$ cat src/hw/rtl/tfbc_pkg.sv
// Shared types and constants for the TDMA frame and burst counter.
// No dependencies; imported by tfbc_csr, tfbc_ctrl, tfbc_dp, the top level and tfbc_checker.
`default_nettype none

package tfbc_pkg;

   localparam int SLOTS_PER_FRAME = 8;
   localparam int COUNT_WIDTH     = 8;

   localparam int T3_MOD     = 51;
   localparam int T2_MOD     = 26;
   localparam int T2_LAST    = 25;
   localparam int T3_LAST    = 50;
   localparam int FRAME_MULT = T3_MOD * T2_MOD;

   localparam int SLOT_IW     = $clog2(SLOTS_PER_FRAME);
   localparam int TABLE_DEPTH = T3_MOD * SLOTS_PER_FRAME;
   localparam int TABLE_AW    = $clog2(TABLE_DEPTH);

   localparam int CSR_AW = 3;
   localparam logic CSR_IDX_OFFSET_STEP = 1'b0;
   localparam logic CSR_IDX_SLOT_FRAC   = 1'b1;

   localparam logic [17:0] OFFSET_STEP_RESET = 18'd65536;
   localparam logic [15:0] SLOT_FRAC_RESET   = 16'd16384;

   typedef enum logic [1:0] {
      REQ_TICK   = 2'd0,
      REQ_SET    = 2'd1,
      REQ_TABLE  = 2'd2,
      REQ_STORED = 2'd3
   } tfbc_req_kind_type;

   typedef struct packed {
      tfbc_req_kind_type req_type;
      logic [10:0]       set_t1;
      logic [4:0]        set_t2;
      logic [5:0]        set_t3;
      logic [2:0]        set_slot;
      logic [5:0]        table_row;
      logic [2:0]        table_slot;
      logic [1:0]        table_code;
      logic [7:0]        stored_count;
   } tfbc_req_type;

   typedef struct packed {
      logic [10:0] count_t1;
      logic [4:0]  count_t2;
      logic [5:0]  count_t3;
      logic [2:0]  slot_now;
      logic [21:0] frame_number;
      logic [21:0] frame_number_mod;
      logic [1:0]  burst_code;
      logic [2:0]  sample_offset;
      logic [7:0]  stored_now;
   } tfbc_rsp_type;

   typedef struct packed {
      logic clear_wr;
      logic capture;
      logic apply;
      logic frame;
      logic load;
   } tfbc_cmd_type;

   typedef struct packed {
      logic clear_last;
      logic out_free;
   } tfbc_status_type;

endpackage

`default_nettype wire

$ cat src/hw/rtl/tfbc_if.sv
// Valid/ready channel interfaces for requests and responses.
// Standalone; field widths follow the request and response payloads.
`default_nettype none

interface tfbc_req_if;
   logic        valid;
   logic        ready;
   logic [1:0]  req_type;
   logic [10:0] set_t1;
   logic [4:0]  set_t2;
   logic [5:0]  set_t3;
   logic [2:0]  set_slot;
   logic [5:0]  table_row;
   logic [2:0]  table_slot;
   logic [1:0]  table_code;
   logic [7:0]  stored_count;

   modport source (
      output valid, req_type, set_t1, set_t2, set_t3, set_slot,
             table_row, table_slot, table_code, stored_count,
      input  ready
   );
   modport sink (
      input  valid, req_type, set_t1, set_t2, set_t3, set_slot,
             table_row, table_slot, table_code, stored_count,
      output ready
   );
endinterface

interface tfbc_rsp_if;
   logic        valid;
   logic        ready;
   logic [10:0] count_t1;
   logic [4:0]  count_t2;
   logic [5:0]  count_t3;
   logic [2:0]  slot_now;
   logic [21:0] frame_number;
   logic [21:0] frame_number_mod;
   logic [1:0]  burst_code;
   logic [2:0]  sample_offset;
   logic [7:0]  stored_now;

   modport source (
      output valid, count_t1, count_t2, count_t3, slot_now, frame_number,
             frame_number_mod, burst_code, sample_offset, stored_now,
      input  ready
   );
   modport sink (
      input  valid, count_t1, count_t2, count_t3, slot_now, frame_number,
             frame_number_mod, burst_code, sample_offset, stored_now,
      output ready
   );
endinterface

`default_nettype wire

$ cat src/hw/rtl/tfbc_ram.sv
// Generic single-port-write, single-port-read RAM with registered read.
// No dependencies.
`default_nettype none

module tfbc_ram #(
   parameter int Width = 2,
   parameter int Depth = 408,
   localparam int AddrWidth = $clog2(Depth)
) (
   input  wire logic                 clock,
   input  wire logic                 wr_en,
   input  wire logic [AddrWidth-1:0] wr_addr,
   input  wire logic [Width-1:0]     wr_data,
   input  wire logic                 rd_en,
   input  wire logic [AddrWidth-1:0] rd_addr,
   output logic      [Width-1:0]     rd_data
);

   logic [Width-1:0] mem_ff [Depth];
   logic [Width-1:0] rd_data_ff;

   always_ff @(posedge clock) begin
      if (wr_en) begin
         mem_ff[wr_addr] <= wr_data;
      end
      if (rd_en) begin
         rd_data_ff <= mem_ff[rd_addr];
      end
   end

   assign rd_data = rd_data_ff;

endmodule

`default_nettype wire

$ cat src/hw/rtl/tfbc_csr.sv
// APB-style configuration registers: offset step and slot bits fraction.
// Depends on tfbc_pkg.
`default_nettype none

module tfbc_csr
   import tfbc_pkg::*;
(
   input  wire logic              clock,
   input  wire logic              reset,
   input  wire logic              psel,
   input  wire logic              penable,
   input  wire logic              pwrite,
   input  wire logic [CSR_AW-1:0] paddr,
   input  wire logic [31:0]       pwdata,
   output logic      [31:0]       prdata,
   output logic                   pready,
   output logic      [17:0]       offset_step,
   output logic      [15:0]       slot_bits_fraction
);

   logic [17:0] offset_step_ff;
   logic [15:0] slot_frac_ff;
   logic        wr_en;
   logic        reg_idx;

   assign wr_en   = psel && penable && pwrite;
   assign reg_idx = paddr[2];
   assign pready  = 1'b1;

   always_ff @(posedge clock) begin
      if (reset) begin
         offset_step_ff <= OFFSET_STEP_RESET;
         slot_frac_ff   <= SLOT_FRAC_RESET;
      end else if (wr_en) begin
         unique case (reg_idx)
            CSR_IDX_OFFSET_STEP: offset_step_ff <= pwdata[17:0];
            CSR_IDX_SLOT_FRAC:   slot_frac_ff   <= pwdata[15:0];
            default:             offset_step_ff <= offset_step_ff;
         endcase
      end
   end

   always_comb begin
      unique case (reg_idx)
         CSR_IDX_OFFSET_STEP: prdata = {14'd0, offset_step_ff};
         CSR_IDX_SLOT_FRAC:   prdata = {16'd0, slot_frac_ff};
         default:             prdata = '0;
      endcase
   end

   assign offset_step        = offset_step_ff;
   assign slot_bits_fraction = slot_frac_ff;

endmodule

`default_nettype wire

$ cat src/hw/rtl/tfbc_ctrl.sv
// Sequencer: table clear after reset, then capture, apply, frame and
// response load for each request. Depends on tfbc_pkg.
`default_nettype none

module tfbc_ctrl
   import tfbc_pkg::*;
(
   input  wire logic            clock,
   input  wire logic            reset,
   input  wire logic            req_valid,
   output logic                 req_ready,
   input  wire tfbc_status_type status,
   output tfbc_cmd_type         cmd
);

   typedef enum logic [2:0] {
      ST_CLEAR,
      ST_IDLE,
      ST_APPLY,
      ST_FRAME,
      ST_OUTPUT
   } state_type;

   state_type state_ff, state_in;
   logic      ready_ff, ready_in;

   always_comb begin
      state_in = state_ff;
      ready_in = ready_ff;
      cmd      = '0;
      unique case (state_ff)
         ST_CLEAR: begin
            cmd.clear_wr = 1'b1;
            if (status.clear_last) begin
               state_in = ST_IDLE;
               ready_in = 1'b1;
            end
         end
         ST_IDLE: begin
            if (req_valid && ready_ff) begin
               cmd.capture = 1'b1;
               state_in    = ST_APPLY;
               ready_in    = 1'b0;
            end
         end
         ST_APPLY: begin
            cmd.apply = 1'b1;
            state_in  = ST_FRAME;
         end
         ST_FRAME: begin
            cmd.frame = 1'b1;
            state_in  = ST_OUTPUT;
         end
         ST_OUTPUT: begin
            // hold until the response register frees up
            if (status.out_free) begin
               cmd.load = 1'b1;
               state_in = ST_IDLE;
               ready_in = 1'b1;
            end
         end
         default: begin
            state_in = ST_CLEAR;
            ready_in = 1'b0;
         end
      endcase
   end

   always_ff @(posedge clock) begin
      if (reset) begin
         state_ff <= ST_CLEAR;
         ready_ff <= 1'b0;
      end else begin
         state_ff <= state_in;
         ready_ff <= ready_in;
      end
   end

   assign req_ready = ready_ff;

endmodule

`default_nettype wire

$ cat src/hw/rtl/tfbc_dp.sv
// Datapath: TDMA counters, sample offset, frame numbers, burst table and
// stored counts, response register. Depends on tfbc_pkg and tfbc_ram.
`default_nettype none

module tfbc_dp
   import tfbc_pkg::*;
(
   input  wire logic         clock,
   input  wire logic         reset,
   input  wire tfbc_cmd_type cmd,
   output tfbc_status_type   status,
   input  wire tfbc_req_type req_data,
   input  wire logic [17:0]  offset_step,
   input  wire logic [15:0]  slot_bits_fraction,
   output logic              rsp_valid,
   input  wire logic         rsp_ready,
   output tfbc_rsp_type      rsp_data
);

   tfbc_req_type req_ff;
   tfbc_rsp_type rsp_data_ff;
   logic         rsp_valid_ff, rsp_valid_in;

   logic [10:0] t1_ff, t1_in;
   logic [4:0]  t2_ff, t2_in;
   logic [5:0]  t3_ff, t3_in;
   logic [2:0]  slot_ff, slot_in;
   logic [15:0] frac_ff, frac_in;
   logic [2:0]  whole_ff, whole_in;

   logic [COUNT_WIDTH-1:0] stored_ff [SLOTS_PER_FRAME];
   logic [SLOT_IW-1:0]     slot_idx;

   logic [TABLE_AW-1:0] clr_addr_ff;
   logic [18:0]         tick_sum;
   logic [6:0]          diff_raw;
   logic [4:0]          diff;
   logic [21:0]         fn_comb, fn_ff;
   logic [15:0]         pos_ff;
   logic [31:0]         seed_prod;

   logic                tbl_wr_en;
   logic [TABLE_AW-1:0] tbl_wr_addr, tbl_rd_addr;
   logic [1:0]          tbl_wr_data, tbl_rd_data;
   logic [5:0]          look_row;
   logic                tbl_in_range;

   assign slot_idx = slot_ff[SLOT_IW-1:0];

   // next counter and offset state
   always_comb begin
      t1_in    = t1_ff;
      t2_in    = t2_ff;
      t3_in    = t3_ff;
      slot_in  = slot_ff;
      frac_in  = frac_ff;
      whole_in = whole_ff;
      tick_sum = 19'(frac_ff) + 19'(offset_step);
      if (cmd.apply) begin
         unique case (req_ff.req_type)
            REQ_TICK: begin
               if (int'(slot_ff) >= SLOTS_PER_FRAME - 1) begin
                  slot_in = '0;
                  if (int'(t2_ff) == T2_LAST && int'(t3_ff) == T3_LAST) begin
                     t1_in = t1_ff + 11'd1;
                  end
                  t2_in = (int'(t2_ff) == T2_LAST) ? '0 : t2_ff + 5'd1;
                  t3_in = (int'(t3_ff) == T3_LAST) ? '0 : t3_ff + 6'd1;
               end else begin
                  slot_in = slot_ff + 3'd1;
               end
               whole_in = tick_sum[18:16];
               frac_in  = tick_sum[15:0];
            end
            REQ_SET: begin
               t1_in = req_ff.set_t1;
               t2_in = (int'(req_ff.set_t2) > T2_LAST) ? 5'(T2_LAST) : req_ff.set_t2;
               t3_in = (int'(req_ff.set_t3) > T3_LAST) ? 6'(T3_LAST) : req_ff.set_t3;
               slot_in = (int'(req_ff.set_slot) >= SLOTS_PER_FRAME) ?
                         3'(SLOTS_PER_FRAME - 1) : req_ff.set_slot;
               whole_in = '0;
            end
            REQ_TABLE, REQ_STORED: begin
               whole_in = whole_ff;
            end
            default: begin
               whole_in = whole_ff;
            end
         endcase
      end
      // seed the fraction from the bit position once the multiply is in
      if (cmd.load && req_ff.req_type == REQ_SET) begin
         frac_in = seed_prod[15:0];
      end
   end

   // (T3 - T2) mod 26 on a value below three times the modulus
   always_comb begin
      diff_raw = 7'(t3_ff) + 7'(T2_MOD) - 7'(t2_ff);
      if (int'(diff_raw) >= 2 * T2_MOD) begin
         diff = 5'(diff_raw - 7'(2 * T2_MOD));
      end else if (int'(diff_raw) >= T2_MOD) begin
         diff = 5'(diff_raw - 7'(T2_MOD));
      end else begin
         diff = 5'(diff_raw);
      end
      fn_comb = 22'(FRAME_MULT * int'(t1_ff) + T3_MOD * int'(diff) + int'(t3_ff));
   end

   assign seed_prod = {16'd0, pos_ff} * {16'd0, slot_bits_fraction};

   // burst table access
   assign tbl_in_range = (int'(req_ff.table_row) < T3_MOD) &&
                         (int'(req_ff.table_slot) < SLOTS_PER_FRAME);
   assign look_row     = (slot_ff != 3'd0) ? 6'(t2_ff) : t3_ff;
   assign tbl_rd_addr  = TABLE_AW'(int'(look_row) * SLOTS_PER_FRAME + int'(slot_ff));

   always_comb begin
      tbl_wr_en   = 1'b0;
      tbl_wr_addr = clr_addr_ff;
      tbl_wr_data = 2'd0;
      if (cmd.clear_wr) begin
         tbl_wr_en = 1'b1;
      end else if (cmd.apply && req_ff.req_type == REQ_TABLE && tbl_in_range) begin
         tbl_wr_en   = 1'b1;
         tbl_wr_addr = TABLE_AW'(int'(req_ff.table_row) * SLOTS_PER_FRAME +
                                 int'(req_ff.table_slot));
         tbl_wr_data = req_ff.table_code;
      end
   end

   tfbc_ram #(
      .Width (2),
      .Depth (TABLE_DEPTH)
   ) u_tfbc_table (
      .clock   (clock),
      .wr_en   (tbl_wr_en),
      .wr_addr (tbl_wr_addr),
      .wr_data (tbl_wr_data),
      .rd_en   (cmd.frame),
      .rd_addr (tbl_rd_addr),
      .rd_data (tbl_rd_data)
   );

   always_ff @(posedge clock) begin
      if (reset) begin
         t1_ff       <= '0;
         t2_ff       <= '0;
         t3_ff       <= '0;
         slot_ff     <= '0;
         frac_ff     <= '0;
         whole_ff    <= '0;
         clr_addr_ff <= '0;
         for (int i = 0; i < SLOTS_PER_FRAME; i++) begin
            stored_ff[i] <= '0;
         end
      end else begin
         t1_ff    <= t1_in;
         t2_ff    <= t2_in;
         t3_ff    <= t3_in;
         slot_ff  <= slot_in;
         frac_ff  <= frac_in;
         whole_ff <= whole_in;
         if (cmd.clear_wr) begin
            clr_addr_ff <= clr_addr_ff + TABLE_AW'(1);
         end
         if (cmd.apply && req_ff.req_type == REQ_STORED) begin
            stored_ff[slot_idx] <= COUNT_WIDTH'(32'(req_ff.stored_count));
         end
      end
   end

   // payload registers
   always_ff @(posedge clock) begin
      if (cmd.capture) begin
         req_ff <= req_data;
      end
      if (cmd.frame) begin
         fn_ff  <= fn_comb;
         pos_ff <= 16'(int'(fn_comb) * SLOTS_PER_FRAME + int'(slot_ff));
      end
      if (cmd.load) begin
         rsp_data_ff.count_t1         <= t1_ff;
         rsp_data_ff.count_t2         <= t2_ff;
         rsp_data_ff.count_t3         <= t3_ff;
         rsp_data_ff.slot_now         <= slot_ff;
         rsp_data_ff.frame_number     <= fn_ff;
         rsp_data_ff.frame_number_mod <= {t1_ff, t3_ff, t2_ff};
         rsp_data_ff.burst_code       <= tbl_rd_data;
         rsp_data_ff.sample_offset    <= whole_ff;
         rsp_data_ff.stored_now       <= 8'(32'(stored_ff[slot_idx]));
      end
   end

   always_comb begin
      rsp_valid_in = rsp_valid_ff;
      if (cmd.load) begin
         rsp_valid_in = 1'b1;
      end else if (rsp_ready) begin
         rsp_valid_in = 1'b0;
      end
   end

   always_ff @(posedge clock) begin
      if (reset) begin
         rsp_valid_ff <= 1'b0;
      end else begin
         rsp_valid_ff <= rsp_valid_in;
      end
   end

   assign status.clear_last = (clr_addr_ff == TABLE_AW'(TABLE_DEPTH - 1));
   assign status.out_free   = !rsp_valid_ff || rsp_ready;
   assign rsp_valid         = rsp_valid_ff;
   assign rsp_data          = rsp_data_ff;

endmodule

`default_nettype wire

$ cat src/hw/rtl/tdma_frame_burst_counter_unit.sv
// TDMA frame/burst counter top level. A request passes through the four-step
// sequencer (accept, apply, frame number with table read, response load); the
// next request is taken only after the response load, which waits while the
// response side still holds a previous response. After reset the burst table is
// cleared, one entry per cycle, with req.ready low; CSRs take
// writes then. Depends on tfbc_pkg, tfbc_if, tfbc_csr, tfbc_ctrl, tfbc_dp, tfbc_ram.
`default_nettype none

module tdma_frame_burst_counter_unit
   import tfbc_pkg::*;
(
   input  wire logic              clock,
   input  wire logic              reset,
   tfbc_req_if.sink               req,
   tfbc_rsp_if.source             rsp,
   input  wire logic              psel,
   input  wire logic              penable,
   input  wire logic              pwrite,
   input  wire logic [CSR_AW-1:0] paddr,
   input  wire logic [31:0]       pwdata,
   output logic      [31:0]       prdata,
   output logic                   pready
);

   tfbc_cmd_type    cmd;
   tfbc_status_type status;
   tfbc_req_type    req_data;
   tfbc_rsp_type    rsp_data;
   logic [17:0]     offset_step;
   logic [15:0]     slot_bits_fraction;
   logic            rsp_valid;

   assign req_data.req_type     = tfbc_req_kind_type'(req.req_type);
   assign req_data.set_t1       = req.set_t1;
   assign req_data.set_t2       = req.set_t2;
   assign req_data.set_t3       = req.set_t3;
   assign req_data.set_slot     = req.set_slot;
   assign req_data.table_row    = req.table_row;
   assign req_data.table_slot   = req.table_slot;
   assign req_data.table_code   = req.table_code;
   assign req_data.stored_count = req.stored_count;

   tfbc_csr u_tfbc_csr (
      .clock              (clock),
      .reset              (reset),
      .psel               (psel),
      .penable            (penable),
      .pwrite             (pwrite),
      .paddr              (paddr),
      .pwdata             (pwdata),
      .prdata             (prdata),
      .pready             (pready),
      .offset_step        (offset_step),
      .slot_bits_fraction (slot_bits_fraction)
   );

   tfbc_ctrl u_tfbc_ctrl (
      .clock     (clock),
      .reset     (reset),
      .req_valid (req.valid),
      .req_ready (req.ready),
      .status    (status),
      .cmd       (cmd)
   );

   tfbc_dp u_tfbc_dp (
      .clock              (clock),
      .reset              (reset),
      .cmd                (cmd),
      .status             (status),
      .req_data           (req_data),
      .offset_step        (offset_step),
      .slot_bits_fraction (slot_bits_fraction),
      .rsp_valid          (rsp_valid),
      .rsp_ready          (rsp.ready),
      .rsp_data           (rsp_data)
   );

   assign rsp.valid            = rsp_valid;
   assign rsp.count_t1         = rsp_data.count_t1;
   assign rsp.count_t2         = rsp_data.count_t2;
   assign rsp.count_t3         = rsp_data.count_t3;
   assign rsp.slot_now         = rsp_data.slot_now;
   assign rsp.frame_number     = rsp_data.frame_number;
   assign rsp.frame_number_mod = rsp_data.frame_number_mod;
   assign rsp.burst_code       = rsp_data.burst_code;
   assign rsp.sample_offset    = rsp_data.sample_offset;
   assign rsp.stored_now       = rsp_data.stored_now;

endmodule

`default_nettype wire

$ cat src/flat_wrapper.sv
// flat-port wrapper written by rule: the top's interface ports become plain ports
module tdma_frame_burst_counter_unit_flat import tfbc_pkg::*;
  (clock, reset, psel, penable, pwrite, paddr, pwdata, prdata, pready, req_valid, req_req_type, req_set_t1, req_set_t2, req_set_t3, req_set_slot, req_table_row, req_table_slot, req_table_code, req_stored_count, req_ready, rsp_valid, rsp_count_t1, rsp_count_t2, rsp_count_t3, rsp_slot_now, rsp_frame_number, rsp_frame_number_mod, rsp_burst_code, rsp_sample_offset, rsp_stored_now, rsp_ready);
  tfbc_req_if req_i ();
  tfbc_rsp_if rsp_i ();
  input  wire logic clock;
  input  wire logic reset;
  input  wire logic psel;
  input  wire logic penable;
  input  wire logic pwrite;
  input  wire logic [CSR_AW-1:0] paddr;
  input  wire logic [31:0] pwdata;
  output logic      [31:0] prdata;
  output logic pready;
  input wire logic [$bits(req_i.valid)-1:0] req_valid;
  input wire logic [$bits(req_i.req_type)-1:0] req_req_type;
  input wire logic [$bits(req_i.set_t1)-1:0] req_set_t1;
  input wire logic [$bits(req_i.set_t2)-1:0] req_set_t2;
  input wire logic [$bits(req_i.set_t3)-1:0] req_set_t3;
  input wire logic [$bits(req_i.set_slot)-1:0] req_set_slot;
  input wire logic [$bits(req_i.table_row)-1:0] req_table_row;
  input wire logic [$bits(req_i.table_slot)-1:0] req_table_slot;
  input wire logic [$bits(req_i.table_code)-1:0] req_table_code;
  input wire logic [$bits(req_i.stored_count)-1:0] req_stored_count;
  output wire logic [$bits(req_i.ready)-1:0] req_ready;
  output wire logic [$bits(rsp_i.valid)-1:0] rsp_valid;
  output wire logic [$bits(rsp_i.count_t1)-1:0] rsp_count_t1;
  output wire logic [$bits(rsp_i.count_t2)-1:0] rsp_count_t2;
  output wire logic [$bits(rsp_i.count_t3)-1:0] rsp_count_t3;
  output wire logic [$bits(rsp_i.slot_now)-1:0] rsp_slot_now;
  output wire logic [$bits(rsp_i.frame_number)-1:0] rsp_frame_number;
  output wire logic [$bits(rsp_i.frame_number_mod)-1:0] rsp_frame_number_mod;
  output wire logic [$bits(rsp_i.burst_code)-1:0] rsp_burst_code;
  output wire logic [$bits(rsp_i.sample_offset)-1:0] rsp_sample_offset;
  output wire logic [$bits(rsp_i.stored_now)-1:0] rsp_stored_now;
  input wire logic [$bits(rsp_i.ready)-1:0] rsp_ready;
  assign req_i.valid = req_valid;
  assign req_i.req_type = req_req_type;
  assign req_i.set_t1 = req_set_t1;
  assign req_i.set_t2 = req_set_t2;
  assign req_i.set_t3 = req_set_t3;
  assign req_i.set_slot = req_set_slot;
  assign req_i.table_row = req_table_row;
  assign req_i.table_slot = req_table_slot;
  assign req_i.table_code = req_table_code;
  assign req_i.stored_count = req_stored_count;
  assign req_ready = req_i.ready;
  assign rsp_valid = rsp_i.valid;
  assign rsp_count_t1 = rsp_i.count_t1;
  assign rsp_count_t2 = rsp_i.count_t2;
  assign rsp_count_t3 = rsp_i.count_t3;
  assign rsp_slot_now = rsp_i.slot_now;
  assign rsp_frame_number = rsp_i.frame_number;
  assign rsp_frame_number_mod = rsp_i.frame_number_mod;
  assign rsp_burst_code = rsp_i.burst_code;
  assign rsp_sample_offset = rsp_i.sample_offset;
  assign rsp_stored_now = rsp_i.stored_now;
  assign rsp_i.ready = rsp_ready;
  tdma_frame_burst_counter_unit u_core (.clock(clock), .reset(reset), .req(req_i), .rsp(rsp_i), .psel(psel), .penable(penable), .pwrite(pwrite), .paddr(paddr), .pwdata(pwdata), .prdata(prdata), .pready(pready));
endmodule
$ cat config.mk
export PLATFORM = sky130hd
export DESIGN_NAME = tdma_frame_burst_counter_unit_flat
export DESIGN_NICKNAME = d
export VERILOG_FILES = /design/src/hw/rtl/tfbc_pkg.sv /design/src/hw/rtl/tfbc_if.sv /design/src/hw/rtl/tfbc_ram.sv /design/src/hw/rtl/tfbc_csr.sv /design/src/hw/rtl/tfbc_ctrl.sv /design/src/hw/rtl/tfbc_dp.sv /design/src/hw/rtl/tdma_frame_burst_counter_unit.sv /design/src/flat_wrapper.sv
export SDC_FILE = /design/constraint.sdc
export NUM_CORES = 2
export LEC_CHECK = 0
export BUFFER_PORTS_ARGS = -buffer_cell sky130_fd_sc_hd__clkbuf_2
export CAP_MARGIN = 10
export CORE_MARGIN = 4
export CORE_UTILIZATION = 40
export CTS_CLUSTER_DIAMETER = 120
export DETAILED_ROUTE_END_ITERATION = 12
export GPL_TIMING_DRIVEN = 0
export PLACE_DENSITY_LB_ADDON = 0.12
export SYNTH_ARGS = -nofsm -noshare
export SYNTH_HDL_FRONTEND = slang
export SYNTH_SLANG_ARGS = --single-unit
export TNS_END_PERCENT = 5
$ cat constraint.sdc
create_clock -name clock -period 11.1 [get_ports clock]
set_clock_uncertainty 0.05 [all_clocks]
set_input_delay 2.775 -clock clock [delete_from_list [all_inputs] [get_ports clock]]
set_output_delay 2.775 -clock clock [all_outputs]
set_load 0.03 [all_outputs]
==> results by group <==
CTS
  • Post-CTS Hold Fix Bufs: 0
  • Post-CTS Resized: 0
  • Post-CTS setup buffer count: 0
  • Worst skew pair latency: roughly 0.77 ns
  • TritonCTS clock tree: built
  • H-tree depth: 3
  • Clock Pin Slew Worst Setup and Hold Paths: ~0.05 ns
  • Clock Path Buffers: 3
  • Clock Sinks: about 1100
  • CTS Root Cell: clkbuf_16
  • CTS buffer count: approximately 120

Worst setup path
  • Critical Path AT: 4.75 ns
  • Most Frequent Cell on Critical Path: clkbuf_2
  • Max stage delay on crit path: 0.67 ns
  • Critical Path Sink Type: output port
  • CP max FO: 10
  • Worst setup SP type: input port
  • Critical setup path kind: in2out
  • CP Cell Sequence: clkbuf_2, buf_1, clkbuf_1, mux2_2, clkbuf_2
  • WP data required: between 8 and 9 ns
  • Flop-to-flop setup slack: ~3.6 ns
  • CP max stage cell: clkbuf_1

Floorplanning
  • Starting Density: 0.4031
  • Core area: about 0.13 mm²
  • Ports: just over 200
  • Row Count: approximately 130
  • Die Height: about 370 µm
  • Die area: ~0.14 mm²
  • Die Wd: between 300 and 400 µm

Timing
  • F_max: approximately 130 MHz
  • Worst-margin pin slew: 1.459 ns
  • Final Hold Fails: 0
  • RSZ-0062 raised after global routing: no
  • Fin crit period: between 7 and 8 ns
  • Final setup viols: 0
  • Max-slew violation count: 0
  • Period Utilization, post-route: 0.6825
  • Relative slew slack: 0.02722
  • Setup ws final: approximately 3.5 ns

Placed design
  • Placed Area: about 0.057 mm²
  • GPL Wtd Cong: roughly 0.93
  • IO buf count: approximately 170
  • Post-Place Setup Slack: 3.457 ns
  • Post-DP HPWL: ~140 mm
  • Cells after DPL: roughly 6200

Min path
  • Hold/Removal Path Class: reg2reg

Global routing
  • Antenna violations before repair: 9
  • First-pass GRT wire length: roughly 280 mm
  • Vias in the first global route: around 37000
  • Grt total ovfl: 0
  • Largest net degree at the start of global routing: between 80 and 90
  • Global Route Usage Sum: 0.2829

Logic synthesis
  • Cells after Synth: 4260
  • Ys async rst share: 0
  • Cell taking the most area after synthesis: edfxtp_1
  • #FFs+latches synth: 1105
  • Register area share after synthesis: 0.5997
  • Mapped Area: 0.05380 mm²
  • Post-synth top cells: edfxtp_1 (1013), nor2_1 (543), nand2_1 (333), inv_1 (242), ha_1 (206)
  • Top-count cell post-synth: edfxtp_1
  • Mean Syn Cell Area: 12.63 µm²
  • EDFF count, synth: 1013
  • YS warnings: 0
  • Netlist cell types: 100
  • Ys flop type: edfxtp_1
  • Synth area leaders: edfxtp_1 (57%), ha_1 (4.8%), fa_1 (4.5%), nor2_1 (3.8%), dfxtp_1 (3.4%)
  • Area share of the largest cell type after synthesis: 0.5654

Power
  • Switching part of the total power: 0.2172
  • Internal power: 6.763 mW
  • Comb power frac: 0.022
  • Flop pwr share: 0.521
  • Switch Pwr: approximately 1.9 mW
  • Clock power frac: 0.457
  • PD cells: between 100 and 150 mW/mm²
  • Maximum vdd drop: ~130 µV
  • Pleak: between 20 and 25 nW
  • Total design power: roughly 8.6 mW

Routing
  • Routed vias: 38340
  • TritonRoute pass-1 iters: 6
  • DRC viols: 0
  • DRT iter0 DRCs: about 5500
  • Final ANT Viol Nets: 0
  • Via density: roughly 6
  • Routed WL: ~200 mm
  • Wire per inst: ~31 µm

Final layout
  • Layout cells sized above 1: 0.1483
  • Nets@finish: roughly 5000
  • # fillers: approximately 12000
  • Layout overhead on the synthesized area: 13.88%
  • Design area: between 0.06 and 0.07 mm²
  • Final cell count without fillers: approximately 6500

Run
  • Max-cap viol count: 0

Status
  • Status: finished, final reports clean
[power groups by stage]
stage | clock (mW) | combinational [mW] | sequential [mW]
5_1_grt | 4.14 | 0.203 | 4.50
3_5_place_dp | 0 | 0.189 | 4.59
2_1_floorplan | 0 | 0.101 | 4.59
4_1_cts | 3.96 | 0.191 | 4.50
6_report | 3.95 | 0.192 | 4.50
3_3_place_gp | 0 | 0.191 | 4.59
[metal layers]
| metal | up-vias | share of wire | global-route usage |
|---|---|---|---|
| met5 | - | 0.00011 | 0 |
| li1 | 16300 | - | - |
| met2 | 2342 | 0.45 | 0.4450 |
| met4 | 4 | 0.053 | 0.1296 |
| met1 | 19190 | 0.39 | 0.3734 |
| met3 | 497 | 0.10 | 0.06517 |
[kinds of logic (layout without fill, tap and decap cells)]
group                    count (synthesis)  in the layout  synth area share
AND/OR/NAND/NOR                       1292           1292            0.1108
other                                    2             22         0.0001396
AO/OA/AOI/OAI                          770            770            0.1037
multiplexers                           136            136           0.02989
adder cells (fa/ha/maj)                328            328           0.09331
XOR/XNOR                               103            103           0.01677
flip-flops                            1105           1105            0.5997
buffers and inverters                  524            936           0.04570
[cell type report]
type / count / area, µm² / share of cell area
clock inverters: 67 / 639.4 / 0.01044
diodes: 7 / 17.52 / 0.0002859
well taps: 1768 / 2212 / 0.03611
inverters: 243 / 912.1 / 0.01489
clock buffers: 147 / 3123 / 0.05098
repair buffers: 198 / 1356 / 0.02214
flip-flops and latches: 1105 / 32260 / 0.5266
plain buffers: 281 / 1550 / 0.02530
multi-input cells: 2644 / 19190 / 0.3133
[path summary, 6_finish.rpt]
check | startpoint | end | cells past startpoint
worst max-delay path | paddr[2] | prdata[12] | 5
worst min-delay path | u_core.u_tfbc_dp.fn_ff[17] | u_core.u_tfbc_dp.rsp_data[52] | 0
worst max register to register | u_core.u_tfbc_dp.t3_ff[1] | u_core.u_tfbc_dp.fn_ff[14] | 30
worst min register to register | u_core.u_tfbc_dp.fn_ff[17] | u_core.u_tfbc_dp.rsp_data[52] | 0
[state kept, by name, summed over array words and instances (netlist names), 2 cells and up]
register,cells
u_core.u_tfbc_dp.whole_ff,3
u_core.u_tfbc_dp.t1_ff,11
u_core.u_tfbc_dp.frac_ff,16
u_core.u_tfbc_dp.slot_ff,3
u_core.u_tfbc_dp.u_tfbc_table.mem_ff,816
u_core.u_tfbc_dp.u_tfbc_table.rd_data,2
u_core.u_tfbc_dp.pos_ff,3
u_core.u_tfbc_dp.fn_ff,22
u_core.u_tfbc_dp.t2_ff,5
u_core.u_tfbc_ctrl.state_ff,3
u_core.u_tfbc_dp.clr_addr_ff,9
u_core.u_tfbc_dp.stored_ff,64
u_core.u_tfbc_csr.offset_step,18
u_core.u_tfbc_dp.rsp_data,60
u_core.u_tfbc_dp.req_ff,46
u_core.u_tfbc_csr.slot_bits_fraction,16
u_core.u_tfbc_dp.t3_ff,6
[stage by stage]
| stage | util | setup TNS (ns) | hold slack [ns] |
|---|---|---|---|
| after floorplan | - | 0 | 0.3502 |
| after global placement | 0.4265 | -2963.52 | 0.3538 |
| after detailed placement | 0.4307 | 0 | 0.3545 |
| after CTS | 0.4589 | 0 | 0.3614 |
| after global routing | 0.4589 | 0 | 0.3743 |
| final | 0.4591 | 0 | 0.3628 |
[critical path, delay by kind of cell]
family / cells / cell delay, ns
muxes: 1 / 0.46
buffers and inverters: 4 / 1.52
[placed cells by master, fill, tap and decap left out, types with 16 or more instances in the layout]
master	Yosys	final
a211oi_1	31	31
clkinv_1	0	30
buf_4	62	64
a21o_1	19	19
clkbuf_16	0	119
a21oi_1	155	155
nor3_1	27	27
nand3_1	68	68
xnor2_1	72	72
edfxtp_1	1013	1013
nand4_1	39	39
and2_1	133	130
mux2i_1	59	59
nand2_1	333	333
inv_1	242	242
fa_1	122	122
ha_1	206	206
clkbuf_1	93	114
buf_6	16	16
nor2b_1	18	18
a221oi_1	92	92
clkinv_2	0	16
nor2_1	543	541
a22oi_1	164	164
clkbuf_2	0	176
a31oi_1	23	23
a22o_1	40	40
o21ai_0	66	66
buf_2	102	103
or2_2	16	16
xor2_1	31	31
dfxtp_1	92	92
a311oi_1	20	20
o211ai_1	19	19
mux2_2	62	62
(Power assumes the default switching activity.)
